===== src/sv/frf_pkg.sv =====
// Shared types and constants for the frame rotate/flip address generator.
// No dependencies; used by the core and its checker.
`default_nettype none

package frf_pkg;

    localparam int PIXEL_W     = 32;
    localparam int DEST_W      = 24;
    localparam int CFG_W       = 13;
    localparam int CFG_INDEX_W = 2;
    localparam int XFORM_W     = 3;
    localparam int S_TDATA_W   = 32;
    localparam int M_TDATA_W   = 56;
    localparam int DIM_RESET   = 4096;

    typedef enum logic [CFG_INDEX_W-1:0] {
        CFG_FRAME_WIDTH  = 2'd0,
        CFG_FRAME_HEIGHT = 2'd1,
        CFG_TRANSFORM    = 2'd2
    } cfg_index_t;

    typedef enum logic [XFORM_W-1:0] {
        XF_COPY   = 3'd0,
        XF_ROT90  = 3'd1,
        XF_ROT180 = 3'd2,
        XF_ROT270 = 3'd3,
        XF_HFLIP  = 3'd4,
        XF_VFLIP  = 3'd5
    } xform_t;

endpackage

`default_nettype wire


===== src/sv/frame_rotate_flip_address_gen_core.sv =====
// Frame rotate/flip address generator: raster counters, operand select, multiply-add.
// Depends on frf_pkg.
`default_nettype none

//  channel | dir | handshake        | payload
//  s_      | in  | s_tvalid/tready  | s_tdata[31:0] pixel_in
//  m_      | out | m_tvalid/tready  | m_tdata[23:0] dest_index, [55:24] pixel_out; m_tlast
//  cfg_wr_ | in  | cfg_wr_en        | cfg_wr_index, cfg_wr_data (13 bits)
//
// One pixel per cycle sustained while the output is not stalled.
// The first register stage steps the column/row counters and selects the
// multiplier operands; the second does the one multiply-add per pixel.
// aresetn (synchronous) restores W = H = min(4096, MAX_DIM), copy, counters zero.
// A stalled output holds its beat while one more pixel waits in the first stage.

module frame_rotate_flip_address_gen_core #(
    parameter int MAX_DIM = 4096
) (
    input  wire logic                          aclk,
    input  wire logic                          aresetn,
    input  wire logic                          s_tvalid,
    output logic                               s_tready,
    input  wire logic [frf_pkg::S_TDATA_W-1:0] s_tdata,   // [31:0] pixel_in
    output logic                               m_tvalid,
    input  wire logic                          m_tready,
    output logic [frf_pkg::M_TDATA_W-1:0]      m_tdata,   // [23:0] dest_index, [55:24] pixel_out
    output logic                               m_tlast,
    input  wire logic                          cfg_wr_en,
    input  wire logic [frf_pkg::CFG_INDEX_W-1:0] cfg_wr_index,
    input  wire logic [frf_pkg::CFG_W-1:0]     cfg_wr_data
);

    localparam int CW = $clog2(MAX_DIM);          // counter / coordinate width
    localparam int DW = $clog2(MAX_DIM + 1);      // dimension width
    localparam int PW = CW + DW;
    localparam int IW = (PW > frf_pkg::DEST_W) ? PW : frf_pkg::DEST_W;
    localparam int RESET_DIM = (frf_pkg::DIM_RESET > MAX_DIM) ? MAX_DIM : frf_pkg::DIM_RESET;

    logic [DW-1:0]        width_reg;
    logic [DW-1:0]        height_reg;
    frf_pkg::xform_t      xform_reg;
    logic [CW-1:0]        col_reg;
    logic [CW-1:0]        row_reg;

    logic [DW-1:0]        dim_wr;
    logic [CW-1:0]        w_m1;
    logic [CW-1:0]        h_m1;
    logic                 col_last;
    logic                 row_last;

    logic                 s1_valid_reg;
    logic [CW-1:0]        s1_a_reg, s1_a_next;
    logic [DW-1:0]        s1_b_reg, s1_b_next;
    logic [CW-1:0]        s1_c_reg, s1_c_next;
    logic [frf_pkg::PIXEL_W-1:0] s1_pixel_reg;
    logic                 s1_last_reg;

    logic                 m_valid_reg;
    logic [frf_pkg::DEST_W-1:0]  m_dest_reg;
    logic [frf_pkg::PIXEL_W-1:0] m_pixel_reg;
    logic                 m_last_reg;

    logic                 out_free;
    logic                 s_accept;
    logic                 s1_move;
    logic [IW-1:0]        idx_full;

    // Clamp a written dimension: zero acts as one, oversize as MAX_DIM.
    always_comb begin
        if (cfg_wr_data == '0) begin
            dim_wr = DW'(1);
        end else if (32'(cfg_wr_data) > 32'(MAX_DIM)) begin
            dim_wr = DW'(MAX_DIM);
        end else begin
            dim_wr = DW'(cfg_wr_data);
        end
    end

    assign w_m1     = CW'(width_reg - DW'(1));
    assign h_m1     = CW'(height_reg - DW'(1));
    assign col_last = (col_reg == w_m1);
    assign row_last = (row_reg == h_m1);

    assign out_free = !m_valid_reg || m_tready;
    assign s_tready = !s1_valid_reg || out_free;
    assign s_accept = s_tvalid && s_tready;
    assign s1_move  = s1_valid_reg && out_free;

    always_ff @(posedge aclk) begin
        if (!aresetn) begin
            width_reg  <= DW'(RESET_DIM);
            height_reg <= DW'(RESET_DIM);
            xform_reg  <= frf_pkg::XF_COPY;
            col_reg    <= '0;
            row_reg    <= '0;
        end else if (cfg_wr_en) begin
            unique case (cfg_wr_index)
                frf_pkg::CFG_FRAME_WIDTH: begin
                    width_reg <= dim_wr;
                    col_reg   <= '0;
                    row_reg   <= '0;
                end
                frf_pkg::CFG_FRAME_HEIGHT: begin
                    height_reg <= dim_wr;
                    col_reg    <= '0;
                    row_reg    <= '0;
                end
                frf_pkg::CFG_TRANSFORM: begin
                    xform_reg <= frf_pkg::xform_t'(cfg_wr_data[frf_pkg::XFORM_W-1:0]);
                end
                default: begin
                end
            endcase
        end else if (s_accept) begin
            // advance raster position, wrap after the last pixel
            if (col_last) begin
                col_reg <= '0;
                row_reg <= row_last ? '0 : row_reg + CW'(1);
            end else begin
                col_reg <= col_reg + CW'(1);
            end
        end
    end

    // index = a * b + c
    always_comb begin
        unique case (xform_reg)
            frf_pkg::XF_ROT90: begin
                s1_a_next = col_reg;
                s1_b_next = height_reg;
                s1_c_next = h_m1 - row_reg;
            end
            frf_pkg::XF_ROT180: begin
                s1_a_next = h_m1 - row_reg;
                s1_b_next = width_reg;
                s1_c_next = w_m1 - col_reg;
            end
            frf_pkg::XF_ROT270: begin
                s1_a_next = w_m1 - col_reg;
                s1_b_next = height_reg;
                s1_c_next = row_reg;
            end
            frf_pkg::XF_HFLIP: begin
                s1_a_next = row_reg;
                s1_b_next = width_reg;
                s1_c_next = w_m1 - col_reg;
            end
            frf_pkg::XF_VFLIP: begin
                s1_a_next = h_m1 - row_reg;
                s1_b_next = width_reg;
                s1_c_next = col_reg;
            end
            default: begin
                s1_a_next = row_reg;
                s1_b_next = width_reg;
                s1_c_next = col_reg;
            end
        endcase
    end

    always_ff @(posedge aclk) begin
        if (!aresetn) begin
            s1_valid_reg <= 1'b0;
        end else if (s_accept) begin
            s1_valid_reg <= 1'b1;
        end else if (s1_move) begin
            s1_valid_reg <= 1'b0;
        end
    end

    always_ff @(posedge aclk) begin
        if (s_accept) begin
            s1_a_reg     <= s1_a_next;
            s1_b_reg     <= s1_b_next;
            s1_c_reg     <= s1_c_next;
            s1_pixel_reg <= s_tdata[frf_pkg::PIXEL_W-1:0];
            s1_last_reg  <= col_last && row_last;
        end
    end

    assign idx_full = IW'(s1_a_reg) * IW'(s1_b_reg) + IW'(s1_c_reg);

    always_ff @(posedge aclk) begin
        if (!aresetn) begin
            m_valid_reg <= 1'b0;
        end else if (out_free) begin
            m_valid_reg <= s1_valid_reg;
        end
    end

    always_ff @(posedge aclk) begin
        if (s1_move) begin
            m_dest_reg  <= idx_full[frf_pkg::DEST_W-1:0];
            m_pixel_reg <= s1_pixel_reg;
            m_last_reg  <= s1_last_reg;
        end
    end

    assign m_tvalid = m_valid_reg;
    assign m_tlast  = m_last_reg;
    assign m_tdata  = {m_pixel_reg, m_dest_reg};

endmodule

`default_nettype wire


===== config.mk =====
export PLATFORM = sky130hd
export DESIGN_NAME = frame_rotate_flip_address_gen_core
export DESIGN_NICKNAME = d
export VERILOG_FILES = /design/src/sv/frf_pkg.sv /design/src/sv/frame_rotate_flip_address_gen_core.sv
export SDC_FILE = /design/constraint.sdc
export NUM_CORES = 1
export LEC_CHECK = 0
export BUFFER_PORTS_ARGS = -buffer_cell sky130_fd_sc_hd__clkbuf_2
export CORE_MARGIN = 2
export CORE_UTILIZATION = 60
export CTS_CLUSTER_SIZE = 8
export DETAILED_ROUTE_END_ITERATION = 10
export PLACE_DENSITY = 0.88
export SYNTH_ARGS = -nofsm -noshare
export SYNTH_HDL_FRONTEND = slang
export SYNTH_SLANG_ARGS = --single-unit

===== constraint.sdc =====
create_clock -name aclk -period 8.99 [get_ports aclk]
set_clock_uncertainty 0.2 [all_clocks]
set_input_delay 1.798 -clock aclk [delete_from_list [all_inputs] [get_ports aclk]]
set_output_delay 1.798 -clock aclk [all_outputs]
set_load 0.005 [all_outputs]

==> results of run 1 <==
==> path summary, 6_finish.rpt <==
| kind | to | slack (ns) | cells past startpoint |
|---|---|---|---|
| min reg2reg | m_pixel_reg[10] | 0.22 | 0 |
| min | m_pixel_reg[10] | 0.22 | 0 |
| max reg2reg | m_dest_reg[22] | 2.88 | 18 |
| max | m_dest_reg[22] | 2.88 | 18 |
==> cell usage after synthesis (3+ instances only) <==
| cell | instances |
|---|---|
| xnor2_1 | 49 |
| nor4b_1 | 3 |
| nand2_1 | 180 |
| dfxtp_1 | 55 |
| o21ai_0 | 52 |
| mux2_2 | 13 |
| o221a_2 | 4 |
| nor4_1 | 5 |
| buf_1 | 6 |
| nand3_1 | 21 |
| o31a_1 | 3 |
| and2_1 | 90 |
| nand2b_1 | 5 |
| or3_1 | 7 |
| o211ai_1 | 4 |
| a211oi_1 | 8 |
| a211o_1 | 4 |
| xor2_1 | 22 |
| o21bai_1 | 8 |
| a21boi_0 | 27 |
| and3_1 | 5 |
| a21oi_1 | 45 |
| o21ai_1 | 3 |
| nand4_1 | 4 |
| nor3_1 | 22 |
| clkbuf_1 | 48 |
| o31ai_1 | 7 |
| o21a_1 | 11 |
| ha_1 | 94 |
| nor2b_1 | 22 |
| edfxtp_1 | 127 |
| a22oi_1 | 9 |
| a21o_1 | 17 |
| o221ai_1 | 3 |
| inv_1 | 223 |
| a31oi_1 | 7 |
| o22ai_1 | 12 |
| mux2i_1 | 12 |
| fa_1 | 122 |
| o32ai_1 | 3 |
| a222oi_1 | 3 |
| nor2_1 | 67 |
==> cells by family after synthesis <==
family                     count (synthesis)
DFF                                      182
xor gates and xnor gates                  71
muxes                                     25
buffers and inverters                    281
adders and majority gates                216
AOI/OAI and AO/OA                        248
and+or+nand+nor                          451
==> power groups by stage <==
stage | logic [uW] | registers [uW] | clock network, uW
6_report | 1190 | 1060 | 775
5_1_grt | 1340 | 1070 | 823
3_3_place_gp | 1120 | 1070 | 0
2_1_floorplan | 893 | 1060 | 0
3_5_place_dp | 1180 | 1080 | 0
4_1_cts | 1190 | 1060 | 794
==> cell type report <==
type | instances | area (um^2)
Clock buffer | 17 | 425
Clock inverter | 15 | 199
Fill cell | 1729 | 7690
Inverter | 226 | 848
Multi-Input combinational cell | 1011 | 8400
Sequential cell | 182 | 4910
Tap cell | 319 | 399
Timing Repair Buffer | 116 | 596
==> through the flow <==
step | util | total power, uW
6_report | 0.672 | 3030
5_1_grt | 0.672 | 3230
4_1_cts | 0.672 | 3040
3_5_place_dp | 0.646 | 2260
3_3_place_gp | 0.646 | 2190
2_1_floorplan | - | 1960
==> worst reg2reg max path, cell delays in order (launching register included) <==
cell,delay [ns]
edfxtp_1,0.56
and2_1,0.24
fa_1,0.53
inv_1,0.05
fa_1,0.48
inv_1,0.05
fa_1,0.49
fa_1,0.55
inv_1,0.05
fa_1,0.47
inv_1,0.05
ha_1,0.32
a21o_1,0.20
nor3_1,0.11
o21ai_0,0.19
a31oi_1,0.43
o21ai_0,0.31
mux2i_1,0.18
a2111oi_0,0.45
==> layer usage <==
layer  vias to the layer above  global-route usage  routed length (um)
met5                         -                   0                   0
li1                       5073                   -                   -
met2                       479               0.460               16300
met3                        81              0.0415                2370
met4                         0               0.116                1170
met1                      5227               0.345               13300
==> key figures, run 1 <==
Status
  • Outcome: finished, final reports clean

Die
  • # rows: 56
  • Initial Util: 0.612
  • Die height: 159 um
  • Die X: 159 um
  • Die ar.: 0.0252 mm^2
  • Core Region: 0.0235 mm^2
  • Ports: 111

Worst setup path
  • Worst path buffer plus inverter count: 4
  • CP Cell Sequence: and2_1 > fa_1 > inv_1 > fa_1 > inv_1 > fa_1 > fa_1 > inv_1 > fa_1 > inv_1 > ha_1 > a21o_1 > nor3_1 > o21ai_0 > a31oi_1 > o21ai_0 > mux2i_1 > a2111oi_0
  • CP startpoint: s1_b_reg[9]
  • Setup Crit Path Kind: reg -> reg
  • Critical R2R Launch: s1_b_reg[9]
  • CP delay by family, top: adder cells
  • CP arrival: 6.11 ns
  • CP endpoint kind: flop
  • Maximum fanout along the worst path: 12
  • Crit path top cell by count: fa_1
  • Crit-path slowest cell: edfxtp_1
  • Setup crit start kind: flop
  • Critical path required time: 8.99 ns
  • Max incr delay on CP: 0.56 ns

Synthesis
  • Main combinational cell family by area after synthesis: adder cells
  • Compound-Gate Fraction of Synth Area: 0.116
  • Synth top area share: 0.265
  • Most used DFF post-synth: edfxtp_1
  • Yosys top cell by area: edfxtp_1
  • Post-Synth XOR/XNOR Area: 0.0433
  • Async SR Flop Fraction: 0
  • Post-synthesis mux area share: 0.0185
  • Distinct cells, synth: 75
  • Sequential element share of the synthesized area: 0.342
  • Synth Area in Simple Gates: 0.155
  • Syn Nets: 1742
  • Syn Inst Count: 1474
  • Number of enable flip-flop cells after synthesis: 127
  • Synth area leaders: edfxtp_1 (27%), fa_1 (17%), ha_1 (8.2%), dfxtp_1 (7.7%), inv_1 (5.8%)
  • Post-synthesis register bit count: 182
  • Adder-cell area share of the yosys netlist: 0.252
  • Synthesized area per cell: 9.75 um^2
  • Post-Synthesis Cell Area: 0.0144 mm^2
  • Syn. warnings: 0

Clock network
  • # resized after CTS: 0
  • Hold-fix buffers, CTS: 0
  • TritonCTS clock tree: done
  • Clock Tree Root: clkbuf_16
  • Num CTS Buffers: 17
  • Clk_lat worst skew: 0.44 ns
  • Post-CTS setup buffer count: 0
  • H-tree depth: 4
  • # clock sinks: 182
  • Clock slew at reported path FFs: 0.08 ns
  • Clock Tree Buf Depth: 2

Global route
  • Number of global-route vias before repair: 10966
  • Global route overflow: 0
  • All-Layer GR Usage: 0.270
  • Maximum number of pins on one net before global-route repair: 70
  • First-pass GRT wire length: 54.8 mm
  • Initial antenna violation count: 0

Power
  • Pleak: 0.00692 uW
  • Worst IR Drop VDD: 0.124 mV
  • Logic pwr share: 0.393
  • Internal Power: 1910 uW
  • Register share of total power: 0.351
  • Sw power: 1110 uW
  • Sw Ratio: 0.368
  • Pwr/cell area: 192 mW/mm^2
  • Clock share of power: 0.256

Finish
  • Commonest non-fill, non-tap cell in the layout: inv_1
  • Final std cells w/o fill: 1886
  • Most frequent cells in the layout: inv_1 (222), nand2_1 (180), edfxtp_1 (127)
  • Final nets: 1822
  • N_diodes: 0
  • Post-route cell area: 0.0158 mm^2
  • Share of cells above drive strength 1: 0.116
  • Area Growth Syn to Fin: 9.83%

STA
  • Final Cycle Share: 0.679
  • Period minus WS final: 6.11 ns
  • Final setup margin: 2.88 ns
  • Worst-Margin Slew: 0.941 ns
  • Max Fclk: 0.164 GHz
  • Setup_tns: 0 ns
  • Final setup viols: 0
  • Unrepaired setup endpoints after global routing: false
  • Minimum hold slack: 0.217 ns
  • Slew Limit Fails: 0
  • Hold Fails Final Rpt: 0
  • Slew HR: 0.370

Placed design
  • Setup WS pre-CTS: 2.87 ns
  • DP Wirelength: 25.1 mm
  • Port-buffer cells: 110
  • DP Area: 0.0152 mm^2
  • Dpl cells: 1854
  • Placer Congestion: 0.986

Routing
  • Antenna viol nets, final: 0
  • Vias per cell: 5.76
  • Iter 0 DRT Violations: 999
  • Drt first pass iters: 8
  • Routed WL: 33.1 mm
  • Vias: 10860
  • Final routed DRC violation total: 0
  • Wirelength per Cell: 17.5 um

Hold path
  • Hold WC Path Type: reg -> reg
  • Critical hold path startpoint: s1_pixel_reg[10]

Run
  • Max-cap violation count: 0
(Power assumes the default switching activity.)
==> run 2, diff against run 1 <==
Settings changed: CORE_UTILIZATION 60 to 56, PLACE_DENSITY 0.88 to 0.86.
Clock period 8.99 ns to 5.4 ns, I/O delays scaled along.
==> key figures, run 2 (same netlist as run 1, synthesis figures left out) <==
Worst setup path
  • Setup Crit Path Kind: reg -> reg (unchanged)
  • Maximum fanout along the worst path: 5 (was 12)
  • Worst Reg-to-Reg Cells: 20 (was 18)
  • Setup crit start kind: flop (unchanged)
  • Critical path required time: 5.44 ns (was 8.99 ns)
  • Max incr delay on CP: 0.55 ns (was 0.56 ns)
  • Worst path buffer plus inverter count: 6 (was 4)
  • CP arrival: 5.40 ns (was 6.11 ns)
  • Critical path depth: 20 (was 18)
  • Crit-path slowest cell: fa_1 (was edfxtp_1)
  • CP endpoint kind: flop (unchanged)
  • CP Cell Sequence: buf_6 > and2_1 > fa_1 > inv_1 > fa_1 > inv_1 > fa_1 > fa_1 > inv_1 > fa_1 > inv_1 > ha_2 > a21o_1 > a21o_1 > a21o_1 > a31oi_1 > buf_4 > o21ai_2 > mux2i_1 > a2111oi_2 (was and2_1 > fa_1 > inv_1 > fa_1 > inv_1 > fa_1 > fa_1 > inv_1 > fa_1 > inv_1 > ha_1 > a21o_1 > nor3_1 > o21ai_0 > a31oi_1 > o21ai_0 > mux2i_1 > a2111oi_0)
  • CP delay by family, top: adder cells (unchanged)
  • Crit path top cell by count: fa_1 (unchanged)
  • Flop2flop setup slack: 0.04 ns (was 2.88 ns)

Finish
  • Commonest non-fill, non-tap cell in the layout: inv_1 (unchanged)
  • Final core utilization: 0.657 (was 0.672)
  • Area Growth Syn to Fin: 15.1% (was 9.83%)
  • Most frequent cells in the layout: inv_1 (219), nand2_1 (180), edfxtp_1 (127) (was inv_1 (222), nand2_1 (180), edfxtp_1 (127))
  • Final nets: 1897 (was 1822)
  • Final std cells w/o fill: 1972 (was 1886)
  • Share of cells above drive strength 1: 0.175 (was 0.116)
  • N_diodes: 0 (unchanged)

Die
  • Core Region: 0.0252 mm^2 (was 0.0235 mm^2)
  • Ports: 111 (unchanged)
  • Die X: 164 um (was 159 um)
  • # rows: 58 (was 56)
  • Initial Util: 0.571 (was 0.612)
  • Die height: 164 um (was 159 um)
  • Die ar.: 0.0270 mm^2 (was 0.0252 mm^2)

STA
  • Slew HR: 0.374 (was 0.370)
  • Final Cycle Share: 0.993 (was 0.679)
  • Worst-Margin Slew: 0.937 ns (was 0.941 ns)
  • Minimum hold slack: 0.216 ns (was 0.217 ns)
  • Period minus WS final: 5.36 ns (was 6.11 ns)
  • Slew Limit Fails: 0 (unchanged)
  • Max Fclk: 0.186 GHz (was 0.164 GHz)
  • Setup_tns: 0 ns (unchanged)
  • Hold Fails Final Rpt: 0 (unchanged)
  • Unrepaired setup endpoints after global routing: true (was false)
  • Final setup viols: 0 (unchanged)

Clock network
  • Num CTS Buffers: 17 (unchanged)
  • Clock Tree Root: clkbuf_16 (unchanged)
  • Clock slew at reported path FFs: 0.08 ns (about the same)
  • H-tree depth: 4 (unchanged)
  • # clock sinks: 182 (unchanged)
  • Clock Tree Buf Depth: 2 (unchanged)
  • Clk_lat worst skew: 0.43 ns (was 0.44 ns)
  • TritonCTS clock tree: done (unchanged)
  • Hold-fix buffers, CTS: 0 (unchanged)

Global route
  • First-pass GRT wire length: 55.5 mm (was 54.8 mm)
  • All-Layer GR Usage: 0.264 (was 0.270)
  • Number of global-route vias before repair: 11327 (was 10966)
  • Maximum number of pins on one net before global-route repair: 48 (was 70)
  • Initial antenna violation count: 0 (unchanged)
  • Global route overflow: 0 (unchanged)

Placed design
  • Placer Congestion: 1.07 (was 0.986)
  • Dpl cells: 1930 (was 1854)
  • Port-buffer cells: 110 (unchanged)
  • DP Wirelength: 26.3 mm (was 25.1 mm)

Routing
  • Routed WL: 34.4 mm (was 33.1 mm)
  • Iter 0 DRT Violations: 945 (was 999)
  • Final routed DRC violation total: 0 (unchanged)
  • Vias: 11141 (was 10860)
  • Vias per cell: 5.65 (was 5.76)
  • Drt first pass iters: 8 (unchanged)
  • Antenna viol nets, final: 0 (unchanged)
  • Wirelength per Cell: 17.5 um (about the same)

Hold path
  • Hold depth: 0 (unchanged)
  • Hold WC Path Type: reg -> reg (unchanged)

Status
  • Outcome: finished, final reports clean (unchanged)

Power
  • Pwr/cell area: 334 mW/mm^2 (was 192 mW/mm^2)
  • Pleak: 0.00730 uW (was 0.00692 uW)
  • Worst IR Drop VDD: 0.364 mV (was 0.124 mV)

Run
  • Max-cap violation count: 0 (unchanged)
[run 2: changes by cell type in the layout (fill, tap and decap cells not counted), moves of 4 or more]
cell,before,now
buf_4,6,75
ha_1,94,87
o21ai_0,52,45
ha_4,0,5
a21oi_1,45,41
a21oi_2,0,4
and2_1,90,86
and2_4,0,4
buf_6,0,4
o21ai_1,3,7
[run 2: through the flow]
step	setup slack (ns)	power, uW	area, um^2
2_1_floorplan	0.0165	3260	14400
3_3_place_gp	-0.180	3910	15700
3_5_place_dp	-0.336	4000	15700
4_1_cts	0.0000537	5330	16300
5_1_grt	-0.174	5890	16500
6_report	0.0373	5530	16500
[run 2: layout make-up]
type / count / area [um^2]
clock buffers: 17 / 425
clock inverters: 15 / 169
fillers: 1870 / 8640
inverters: 226 / 848
multi-input cells: 1011 / 8570
flip-flops and latches: 182 / 4910
well taps: 330 / 413
repair buffers: 191 / 1200
[run 2: what timing repair did]
action / in CTS / in global routing
hold endpoints to repair: 0 / 0
buffers inserted: 5 / 5
gates resized for setup: 10 / 36
setup endpoints to repair: 6 / 12
cloned: 0 / 0
pin swaps: 6 / 11
[run 2: routing by layer]
layer / wire length [um] / vias to the layer above / GRT usage
li1: - / 5219 / -
met1: 13500 / 5341 / 0.321
met2: 17100 / 475 / 0.449
met3: 2430 / 106 / 0.0533
met4: 1480 / 0 / 0.126
met5: 0 / - / 0
[run 2: worst register-to-register path, cell delays in order, from the launching register on]
cell and delay (ns):
edfxtp_1 0.47, buf_6 0.17, and2_1 0.17, fa_1 0.50, inv_1 0.05, fa_1 0.48
inv_1 0.05, fa_1 0.46, fa_1 0.55, inv_1 0.05, fa_1 0.48, inv_1 0.04
ha_2 0.17, a21o_1 0.21, a21o_1 0.19, a21o_1 0.18, a31oi_1 0.16, buf_4 0.15
o21ai_2 0.09, mux2i_1 0.14, a2111oi_2 0.22
[run 2: final timing paths]
check,end,startpoint
worst max-delay path,m_dest_reg[22],s1_a_reg[1]
worst min-delay path,m_pixel_reg[21],s1_pixel_reg[21]
worst max register to register,m_dest_reg[22],s1_a_reg[1]
worst min register to register,m_pixel_reg[21],s1_pixel_reg[21]
[run 2: report_power, final]
group	internal [uW]	total, uW	switching [uW]
clock network	631	1250	623
registers	1690	1740	48.8
logic	1190	2530	1330
